File: src/sv/scrp_pkg.sv
package scrp_pkg;

  typedef enum logic [2:0] {
    EV_MORE   = 3'd0,
    EV_METHOD = 3'd1,
    EV_ADDR   = 3'd2,
    EV_NAME   = 3'd3,
    EV_DONE   = 3'd4,
    EV_ERROR  = 3'd5
  } event_e;

  typedef enum logic [3:0] {
    ERR_NONE     = 4'd0,
    ERR_VERSION  = 4'd1,
    ERR_METHOD   = 4'd2,
    ERR_COMMAND  = 4'd3,
    ERR_USER_ID  = 4'd4,
    ERR_HEADER   = 4'd5,
    ERR_ADDR_TYP = 4'd6,
    ERR_TOO_LONG = 4'd7,
    ERR_TRAILING = 4'd8
  } error_e;

  typedef enum logic [1:0] {
    AK_IPV4 = 2'd0,
    AK_IPV6 = 2'd1,
    AK_NAME = 2'd2
  } addr_kind_e;

  typedef enum logic [2:0] {
    ST_PARSING = 3'b001,
    ST_DONE    = 3'b010,
    ST_FAILED  = 3'b100
  } status_e;

  // socks5 address type bytes
  localparam logic [7:0] ATYP_IPV4 = 8'd1;
  localparam logic [7:0] ATYP_NAME = 8'd3;
  localparam logic [7:0] ATYP_IPV6 = 8'd4;

  localparam logic [7:0] VER_SOCKS4  = 8'd4;
  localparam logic [7:0] VER_SOCKS5  = 8'd5;
  localparam logic [7:0] CMD_CONNECT = 8'd1;
  localparam logic [7:0] METHOD_CNT  = 8'd1;

  localparam logic [8:0] NAME_LEN_MAX = 9'd511;

  typedef struct packed {
    logic       proto_v5;
    addr_kind_e addr_kind;
    logic [8:0] name_len;
    logic       s4a_flag;
    logic [15:0] port;
    status_e    status;
    error_e     last_err;
  } parse_state_t;

  localparam parse_state_t STATE_CLEAR = '{
    proto_v5:  1'b0,
    addr_kind: AK_IPV4,
    name_len:  9'd0,
    s4a_flag:  1'b0,
    port:      16'd0,
    status:    ST_PARSING,
    last_err:  ERR_NONE
  };

  typedef struct packed {
    event_e     ev;
    logic [7:0] out_byte;
    logic       protocol;
    addr_kind_e kind;
    logic [15:0] port;
    logic [8:0] name_len;
    error_e     err;
  } parse_result_t;

endpackage

File: src/sv/scrp_step.sv
module scrp_step import scrp_pkg::*; #(
  parameter int MAX_REQUEST_BYTES = 512,
  parameter int CntW = $clog2(MAX_REQUEST_BYTES)
) (
  input  logic          start_i,
  input  logic [7:0]    byte_i,
  input  parse_state_t  st_i,
  input  logic [CntW-1:0] cnt_i,
  output parse_state_t  st_o,
  output logic [CntW-1:0] cnt_o,
  output parse_result_t res_o
);

  localparam int CmpW = 11;
  localparam logic [CmpW-1:0] MaxBytes = CmpW'(MAX_REQUEST_BYTES);

  parse_state_t    st;
  logic [CntW-1:0] cnt;
  logic [CmpW-1:0] p;
  logic [CmpW-1:0] q;
  logic [CmpW-1:0] nl;
  event_e          ev;
  logic [7:0]      ob;
  addr_kind_e      kind;
  logic [8:0]      nlen;
  error_e          err;
  logic            complete;

  always_comb begin
    st = st_i;
    cnt = cnt_i;
    if (start_i) begin
      st = STATE_CLEAR;
      cnt = '0;
    end
    p = CmpW'(cnt);
    q = p - 11'd8;
    nl = CmpW'(st.name_len);
    ev = EV_MORE;
    ob = 8'd0;
    kind = AK_IPV4;
    nlen = 9'd0;
    err = ERR_NONE;
    complete = 1'b0;

    unique case (st.status)
      ST_DONE: begin
        st.status = ST_FAILED;
        st.last_err = ERR_TRAILING;
        err = ERR_TRAILING;
      end
      ST_PARSING: begin
        if (p == 11'd0) begin
          if (byte_i == VER_SOCKS4) st.proto_v5 = 1'b0;
          else if (byte_i == VER_SOCKS5) st.proto_v5 = 1'b1;
          else err = ERR_VERSION;
        end else if (!st.proto_v5) begin
          // socks4 / 4a
          priority if (p == 11'd1) begin
            if (byte_i != CMD_CONNECT) err = ERR_COMMAND;
          end else if (p <= 11'd3) begin
            st.port = {st.port[7:0], byte_i};
          end else if (p <= 11'd7) begin
            ev = EV_ADDR;
            ob = byte_i;
            if (p == 11'd4) st.s4a_flag = (byte_i == 8'd0);
            else if (p < 11'd7) st.s4a_flag = st.s4a_flag && (byte_i == 8'd0);
            else st.s4a_flag = st.s4a_flag && (byte_i != 8'd0);
          end else if (p == 11'd8) begin
            if (byte_i != 8'd0) err = ERR_USER_ID;
            else if (!st.s4a_flag) complete = 1'b1;
          end else if (byte_i == 8'd0) begin
            complete = 1'b1;
            if (st.name_len != 9'd0) begin
              kind = AK_NAME;
              nlen = st.name_len;
            end
          end else begin
            ev = EV_NAME;
            ob = byte_i;
            if (st.name_len < NAME_LEN_MAX) st.name_len = st.name_len + 9'd1;
          end
        end else begin
          // socks5 greeting, header, address, port
          priority if (p == 11'd1) begin
            if (byte_i != METHOD_CNT) err = ERR_METHOD;
          end else if (p == 11'd2) begin
            if (byte_i != 8'd0) err = ERR_METHOD;
            else ev = EV_METHOD;
          end else if (p == 11'd3) begin
            if (byte_i != VER_SOCKS5) err = ERR_VERSION;
          end else if (p == 11'd4) begin
            if (byte_i != CMD_CONNECT) err = ERR_COMMAND;
          end else if (p == 11'd5) begin
            if (byte_i != 8'd0) err = ERR_HEADER;
          end else if (p == 11'd6) begin
            if (byte_i == ATYP_IPV4) st.addr_kind = AK_IPV4;
            else if (byte_i == ATYP_IPV6) st.addr_kind = AK_IPV6;
            else if (byte_i == ATYP_NAME) st.addr_kind = AK_NAME;
            else err = ERR_ADDR_TYP;
          end else if (st.addr_kind == AK_IPV4) begin
            if (p <= 11'd10) begin
              ev = EV_ADDR;
              ob = byte_i;
            end else begin
              st.port = {st.port[7:0], byte_i};
              if (p >= 11'd12) complete = 1'b1;
            end
          end else if (st.addr_kind == AK_IPV6) begin
            if (p <= 11'd22) begin
              ev = EV_ADDR;
              ob = byte_i;
            end else begin
              st.port = {st.port[7:0], byte_i};
              if (p >= 11'd24) begin
                complete = 1'b1;
                kind = AK_IPV6;
              end
            end
          end else if (p == 11'd7) begin
            st.name_len = {1'b0, byte_i};
          end else if (q < nl) begin
            ev = EV_NAME;
            ob = byte_i;
          end else begin
            st.port = {st.port[7:0], byte_i};
            if (q >= nl + 11'd1) begin
              complete = 1'b1;
              kind = AK_NAME;
              nlen = st.name_len;
            end
          end
        end

        if (err != ERR_NONE) begin
          st.status = ST_FAILED;
          st.last_err = err;
        end else if (complete) begin
          st.status = ST_DONE;
          ev = EV_DONE;
        end else begin
          cnt = cnt + CntW'(1);
          if (p + 11'd1 >= MaxBytes) begin
            err = ERR_TOO_LONG;
            st.status = ST_FAILED;
            st.last_err = ERR_TOO_LONG;
          end
        end
      end
      default: begin
        err = st.last_err;
      end
    endcase

    st_o = st;
    cnt_o = cnt;
    res_o.ev = ev;
    res_o.out_byte = ob;
    res_o.protocol = st.proto_v5;
    res_o.kind = kind;
    res_o.port = st.port;
    res_o.name_len = nlen;
    res_o.err = err;
    if (err != ERR_NONE) begin
      res_o.ev = EV_ERROR;
      res_o.out_byte = 8'd0;
      res_o.kind = AK_IPV4;
      res_o.port = 16'd0;
      res_o.name_len = 9'd0;
    end else if (ev != EV_DONE) begin
      res_o.kind = AK_IPV4;
      res_o.port = 16'd0;
      res_o.name_len = 9'd0;
    end
  end

endmodule

File: src/sv/socks_connect_request_parser_top.sv
// channel   direction  handshake                 payload
// in        to block   in_valid_i / in_stall_o   start_req_i, data_byte_i
// out       from block out_valid_o / out_stall_i event_res_o, out_byte_o, protocol_o,
//                                                address_kind_o, dest_port_o,
//                                                name_length_o, error_code_o
//
// one word in, one result word out; a word moves through an input register and
// is then parsed into the result register; a new word is taken every cycle
// while the output does not stall
// the parser state advances when a word leaves the input register
// a stalled output holds the result and backs up the input register only
// rst_ni clears the parser state and empties both registers
module socks_connect_request_parser_top import scrp_pkg::*; #(
  parameter int MAX_REQUEST_BYTES = 512
) (
  input  logic        clk_i,
  input  logic        rst_ni,
  input  logic        in_valid_i,
  output logic        in_stall_o,
  input  logic        start_req_i,
  input  logic [7:0]  data_byte_i,
  output logic        out_valid_o,
  input  logic        out_stall_i,
  output logic [2:0]  event_res_o,
  output logic [7:0]  out_byte_o,
  output logic        protocol_o,
  output logic [1:0]  address_kind_o,
  output logic [15:0] dest_port_o,
  output logic [8:0]  name_length_o,
  output logic [3:0]  error_code_o
);

  localparam int CntW = $clog2(MAX_REQUEST_BYTES);

  // input register
  logic       in_vld_q;
  logic       in_start_q;
  logic [7:0] in_byte_q;

  // parser state
  parse_state_t    st_q, st_d;
  logic [CntW-1:0] cnt_q, cnt_d;

  // result register
  logic          out_vld_q;
  parse_result_t res_q, res_d;

  logic advance;
  logic in_take;

  // a word is parsed when the result register is free or being drained
  assign advance = in_vld_q && (!out_vld_q || !out_stall_i);
  assign in_stall_o = in_vld_q && !advance;
  assign in_take = in_valid_i && !in_stall_o;

  scrp_step #(
    .MAX_REQUEST_BYTES(MAX_REQUEST_BYTES),
    .CntW(CntW)
  ) u_step (
    .start_i(in_start_q),
    .byte_i (in_byte_q),
    .st_i   (st_q),
    .cnt_i  (cnt_q),
    .st_o   (st_d),
    .cnt_o  (cnt_d),
    .res_o  (res_d)
  );

  always_ff @(posedge clk_i or negedge rst_ni) begin
    if (!rst_ni) begin
      in_vld_q <= 1'b0;
      st_q <= STATE_CLEAR;
      cnt_q <= '0;
      out_vld_q <= 1'b0;
    end else begin
      if (in_take) in_vld_q <= 1'b1;
      else if (advance) in_vld_q <= 1'b0;
      if (advance) begin
        st_q <= st_d;
        cnt_q <= cnt_d;
        out_vld_q <= 1'b1;
      end else if (!out_stall_i) begin
        out_vld_q <= 1'b0;
      end
    end
  end

  // payload registers
  always_ff @(posedge clk_i) begin
    if (in_take) begin
      in_start_q <= start_req_i;
      in_byte_q <= data_byte_i;
    end
    if (advance) res_q <= res_d;
  end

  assign out_valid_o    = out_vld_q;
  assign event_res_o    = res_q.ev;
  assign out_byte_o     = res_q.out_byte;
  assign protocol_o     = res_q.protocol;
  assign address_kind_o = res_q.kind;
  assign dest_port_o    = res_q.port;
  assign name_length_o  = res_q.name_len;
  assign error_code_o   = res_q.err;

endmodule

File: config.mk
export PLATFORM = sky130hd
export DESIGN_NAME = socks_connect_request_parser_top
export DESIGN_NICKNAME = d
export VERILOG_FILES = /design/src/sv/scrp_pkg.sv /design/src/sv/scrp_step.sv /design/src/sv/socks_connect_request_parser_top.sv
export SDC_FILE = /design/constraint.sdc
export NUM_CORES = 1
export LEC_CHECK = 0
export ABC_AREA = 1
export BUFFER_PORTS_ARGS = -buffer_cell sky130_fd_sc_hd__buf_2
export CAP_MARGIN = 10
export CORE_MARGIN = 2
export CORE_UTILIZATION = 55
export DETAILED_ROUTE_END_ITERATION = 16
export PLACE_DENSITY = 0.83
export SYNTH_ARGS = -nofsm -noshare
export SYNTH_HDL_FRONTEND = slang
export SYNTH_SLANG_ARGS = --single-unit
export TNS_END_PERCENT = 10
File: constraint.sdc
create_clock -name clk_i -period 3.5 [get_ports clk_i]
set_clock_uncertainty 0.15 [all_clocks]
set_input_delay 0.875 -clock clk_i [delete_from_list [all_inputs] [get_ports clk_i]]
set_output_delay 0.875 -clock clk_i [all_outputs]
set_load 0.05 [all_outputs]
After elaboration in Yosys (flattened, before gate mapping):

Cells that the tools add are included.

* register bits: 99
* bits of input ports: 13
* output and inout bits: 45

* bitwise operators: 1
* order comparisons: 11
* mux-type cells: 190
* reduce and logical (&&, ||, !) cells: 21
* equal/unequal tests: 19
* add/sub/neg operators: 5

Operators with widths (number)
* $mux 9: 31
* $mux 16: 14
* $mux 8: 18
* $mux 4: 18
* $mux 3: 23
* $mux 2: 31
* $mux 11: 5
* $mux 1: 41
* $eq 9x3->1 const B: 4
* $mux 36: 1
* $mux 29: 1
* $mux 28: 1
* $mux 26: 1
* $add 9x1->10 const B: 2
* $add 9x1->9 const B: 2
* $eq 9x2->1 const B: 2
* $eq 8x3->1 const B: 2
* $mux 7: 2
* $pmux 7 s2: 1
* $ge 11x10->1 const B: 1
* $ge 11x11->1: 1
* $lt 11x9->1: 1
* $mux 10: 1
* $sub 9x4->10 const B: 1
* 34 further kinds: 42

Depth between registers and ports, before layout:

* depth in word-level cells: 22
* mapped depth: 29
* depth with buffers taken out: 27

Modules after synthesis:

A second synthesis with hierarchy kept.

* cells, all modules: 1130
* area total of the unflattened synthesis: 7947.6 um^2

By module, submodules not included
* scrp_step: instances 1, sequential area each 0.0 um^2, cells an instance 872, area an instance 4483.0 um^2
* socks_connect_request_parser_top: instances 1, sequential area each 2738.9 um^2, cells an instance 258, area an instance 3464.6 um^2

Least setup slack after synthesis:

Ideal clock, no wire load.

* kind: register -> register
* from: register in_start_q
* to: register res_q (netlist bit dest_port_o[10]), data pin
* arrival: 3.585 ns
* setup time: 0.138 ns
* data required time: 3.212 ns
* path slack: -0.373 ns
* stages on the path, launching flop included: 27
* buffers on the path: 5
* period minus slack after synthesis: 3.873 ns
* cells stage by stage: edfxtp_1 buf_6 buf_2 buf_1 nor2_1 ha_1 nand2_1 nor4_1 nand3_1 xor2_1 ha_1 nand2_1 nor2_1 nand3_1 a21oi_1 nor2_1 nand2_1 nand3_1 nand2_1 nand3_1 nand2_1 nand2_4 inv_2 nand2_2 buf_6 buf_6 nor2_1

* word-level cells in the longest chain between the ends: 22

RTL lines
* start, declared: line socks_connect_request_parser_top.sv:37 `logic in_start_q;`
* start signal, assigned: line socks_connect_request_parser_top.sv:91 `in_start_q <= start_req_i;`
* $mux 9 / $mux 36 (equally long branches): line scrp_step.sv:32 `if (start_i) begin`
* $sub 9x4->10 / $add 9x1->10 (equally long branches): line scrp_step.sv:37, scrp_step.sv:127
* $ge 11x11->1: line scrp_step.sv:127 `if (q >= nl + 11'd1) begin`
* $mux 1: line scrp_step.sv:127
* $mux 1: line scrp_step.sv:122 `end else if (q < nl) begin`
* $mux 1: line scrp_step.sv:120 `end else if (p == 11'd7) begin`
* $mux 1: line scrp_step.sv:109 `end else if (st.addr_kind == AK_IPV6) begin`
* $mux 1: line scrp_step.sv:101 `end else if (st.addr_kind == AK_IPV4) begin`
* [... 6 more ...]
* $mux 1: line scrp_step.sv:57 `end else if (!st.proto_v5) begin`
* $mux 1: line scrp_step.sv:53 `if (p == 11'd0) begin`
* $mux 1: line scrp_step.sv:46 `unique case (st.status)`
* $mux 4 / $mux 3 (equally long branches): line scrp_step.sv:138 `end else if (complete) begin`
* $mux 4 / $mux 3 (equally long branches): line scrp_step.sv:135 `if (err != ERR_NONE) begin`
* $pmux 4 s2 / $mux 3 (equally long branches): line scrp_step.sv:46
* $reduce_bool 4->1 / $ne 3x3->1 (equally long branches): line scrp_step.sv:164, scrp_step.sv:170
* $reduce_or 2->1 (no source line)
* end signal, assigned: line socks_connect_request_parser_top.sv:94 `if (advance) res_q <= res_d;`
* end, declared: line socks_connect_request_parser_top.sv:46 `parse_result_t res_q, res_d;`

Several ways; a longest one is shown, not always the timed one. The select of a mux whose other input is x is not followed.
A chain may end at the register's enable or synchronous reset.

Final worst setup path:

* from: register in_start_q
* to: register res_q (netlist bit name_length_o[1]), data pin

* word-level cells in the longest chain between the ends: 22

RTL lines (line)
* $mux 9 / $mux 36 (equally long branches): scrp_step.sv:32
* $sub 9x4->10 / $add 9x1->10 (equally long branches): scrp_step.sv:37, scrp_step.sv:127
* $ge 11x11->1: scrp_step.sv:127
* $mux 1: scrp_step.sv:127
* $mux 1: scrp_step.sv:122
* $mux 1: scrp_step.sv:120
* $mux 1: scrp_step.sv:109
* $mux 1: scrp_step.sv:101
* [... 6 more ...]
* $mux 1: scrp_step.sv:57
* $mux 1: scrp_step.sv:53
* $mux 1: scrp_step.sv:46
* $mux 4 / $mux 3 (equally long branches): scrp_step.sv:138
* $mux 4 / $mux 3 (equally long branches): scrp_step.sv:135
* $pmux 4 s2 / $mux 3 (equally long branches): scrp_step.sv:46
* $reduce_bool 4->1 / $ne 3x3->1 (equally long branches): scrp_step.sv:164, scrp_step.sv:170
* $reduce_or 4->1 (no source line)

Several ways; a longest one is shown, not always the timed one. The select of a mux whose other input is x is not followed.

==> flow_metrics.tcl <==
set metrics [dict create \
    status "finished, violations left" \
    violations "negative setup slack" \
    antenna_found_initial 0 \
    synthesis.area_mm2 0.007920 \
    power.density_mw_per_mm2 463.7 \
    synth_warnings 0 \
    setup_ws_ns -0.1197 \
    ir_drop_uv 339.2 \
    maxSlewHeadroom_pct 54.63 \
    path_delay_family "simple AND/OR/NAND/NOR gates" \
    max-cap-violations 0 \
    dp_hpwl_mm 18.23 \
    maxSlewViolCount 0 \
    worstPathBufferInverterCount 4 \
    slowest_delay_ns 0.42 \
    initial_core_util_pct 56.62 \
    switching_power_uw 1850 \
    die_height_um 124 \
    synthFlopType "edfxtp_1" \
    cellLeakagePower_uw 0.004348 \
    worst-endpoint-arrival_ns 3.66 \
    combPwrFrac_pct 41.7 \
    worst_setup_path_end_kind "flip-flop" \
    core_region_area_mm2 0.01399 \
    num_rows 43 \
    final_hold_viol_count 0 \
    finalNetCount 1324 \
    synth.distinct_cells 47 \
    nFillCells 1197 \
    viasPerCell 5.907 \
    final_cell_area_mm2 0.009622 \
    synth_top_area_share_pct 19.72 \
    worstPathRequired_ns 3.54 \
    p_clk_share_pct 22.8 \
    p_int_uw 2611 \
    clk_path_buf_depth 2 \
    antennaDiodeCount 0 \
    async_flop_share_pct 47.47 \
    fin_crit_ns 3.620 \
    grt_overflow 0 \
    crit_type "flip-flop to flip-flop" \
    multi_input_area_mm2 0.004715 \
    pin_count 58 \
    grtUsageTotal_pct 33.88 \
    grt_pass1_vias 8000 \
    fin_crit_sh_pct 103.4 \
    regArea_mm2 0.002739 \
    drc 0 \
    switching_share_pct 41.47 \
    crit_path_start_kind "flip-flop" \
    r2r-start "in_start_q" \
    die_area_mm2 0.01538 \
    area.growth.synth_to_final_pct 21.49 \
    ys_seq_area_share_pct 34.58 \
    cts_tree "built" \
    path_cells "buf_4 > inv_6 > nand2_2 > nor2_1 > nand2_2 > nor3_4 > xor2_1 > ha_1 > nand2_1 > nor2_2 > nand3_1 > a21oi_1 > nor2_1 > nand2_2 > nand3_2 > buf_4 > nor2_1 > nand3_1 > o21ai_0 > inv_2 > nor4_2" \
    layout_commonest_cell "nand2_1" \
    numPortBuffers 57 \
    setup_viol 50 \
    dp_slack_ns -0.2021 \
    grt_pass1_wl_mm 40.26 \
    synth-seq-cells 99 \
    synth_edf_count 52 \
    syn_inst 1163 \
    p_seq_share_pct 35.5 \
    fmax_ghz 0.2763 \
    yosysTopAreaCell "edfxtp_1" \
    cp_max_fo 8 \
    vias 8684 \
    layout_common_cells "319 x nand2_1, 129 x nor2_1, 127 x inv_1" \
    cts_buffers 9 \
    wl_mm 25.76 \
    grt_max_degree 37 \
    cts_hold_buf 0 \
    dpl_cell_area_mm2 0.008907 \
    tightestPinTransition_ns 0.6735 \
    cts_root_buffer "clkbuf_16" \
    critPathSlowestCell "edfxtp_1" \
    hold_class "primary input to async pin" \
    critPathLaunch "in_start_q" \
    drive_above_1_share_pct 21.94 \
    htree_num_levels 3 \
    synth_area_leaders "edfxtp_1 20%, nand2_1 16%, dfrtp_1 15%" \
    dieWidth_um 124 \
    clk_latency_ns 0.37 \
    cts_sinks 99 \
    gp_congestion 1.007 \
    rsz0062_at_grt "yes" \
    drt-initial-drc-count 1206 \
    wl_per_cell_um 17.52 \
    avgSynthCellArea_um2 6.810 \
    clk_pin_slew_worst_paths_ns 0.07 \
    synthesis.nets 1202 \
    antenna_left 0 \
    drt_first_pass_iters 8 \
]
[path summary, 6_finish.rpt]
kind / end / slack [ns] / depth (start not counted)
min in group clk_i: st_q[22] / 0.33 / 2
setup / recovery: name_length_o[1] / -0.12 / 21
hold / removal: cnt_q[4] / 0.29 / 1
max in group asynchronous: st_q[12] / 2.28 / 2
hold reg to reg: st_q[22] / 0.33 / 2
setup reg to reg: name_length_o[1] / -0.12 / 21
[synth_stat cells (10+ instances only)]
cell type	number
a21oi_1	50
clkbuf_1	22
dfrtp_1	46
edfxtp_1	52
ha_1	26
inv_1	130
inv_2	11
nand2_1	332
nand2_2	13
nand3_1	76
nand4_1	24
nor2_1	143
nor2_2	13
nor3_1	23
o211ai_1	20
o21ai_0	73
o21ai_1	16
o22ai_1	11
xor2_1	10
[registers in the layout (all words and copies together), names as in the netlist]
register / count
in_start_q: 1
cnt_q: 9
in_vld_q: 1
name_length_o: 9
st_q: 36
out_valid_o: 1
dest_port_o: 16
in_byte_q: 8
protocol_o: 1
event_res_o: 3
out_byte_o: 8
address_kind_o: 2
error_code_o: 4
[power groups by stage]
stage          clock network (uW)  registers [uW]  logic, uW
4_1_cts                      1020            1580       1730
3_5_place_dp                    0            1590       1690
3_3_place_gp                    0            1590       1650
5_1_grt                      1060            1600       2040
2_1_floorplan                   0            1750       1040
6_report                     1020            1580       1860
[through the flow]
stage                        TNS, ns  total power (uW)  instances  hold slack [ns]  utilization [%]
after detailed placement      -5.066              3286       1437           0.3159            63.68
after CTS                   -0.04949              4324       1460           0.3052            66.54
final                         -3.452              4461       1470           0.2876            68.78
after global placement    -0.0006120              3244       1437           0.3138            63.68
after floorplan               -1.431              2787       1163           0.2988                -
after global routing          -14.37              4706       1470           0.3183            68.78
[metal layers]
layer | GRT usage, % | vias up | part of all wire, %
li1 | - | 4082 | -
met1 | 46.33 | 3956 | 41
met2 | 52.78 | 561 | 44
met3 | 6.868 | 85 | 11
met4 | 13.27 | 0 | 3.9
met5 | 0 | - | 0
[cell type report]
class | instances | area share [%]
multi-input combinational | 881 | 49.00
sequential | 99 | 28.47
timing repair buffer | 150 | 11.42
inverter | 144 | 5.709
clock buffer | 10 | 2.380
tap | 180 | 2.341
clock inverter | 6 | 0.6892
[kinds of logic after synthesis]
logic type / share of synthesized area (%)
AND/OR/NAND/NOR: 36.51
adder cells (fa/ha/maj): 4.107
flip-flops: 34.58
buffers and inverters: 9.447
XOR/XNOR: 1.106
AO/OA/AOI/OAI: 14.25
[repair_timing]
item	in CTS	in global routing
cloned	0	2
buffers inserted	7	8
setup endpoints to repair	55	76
resized for setup	14	52
pin swaps	6	21
No activity file was read; power rests on OpenSTA's default activity.
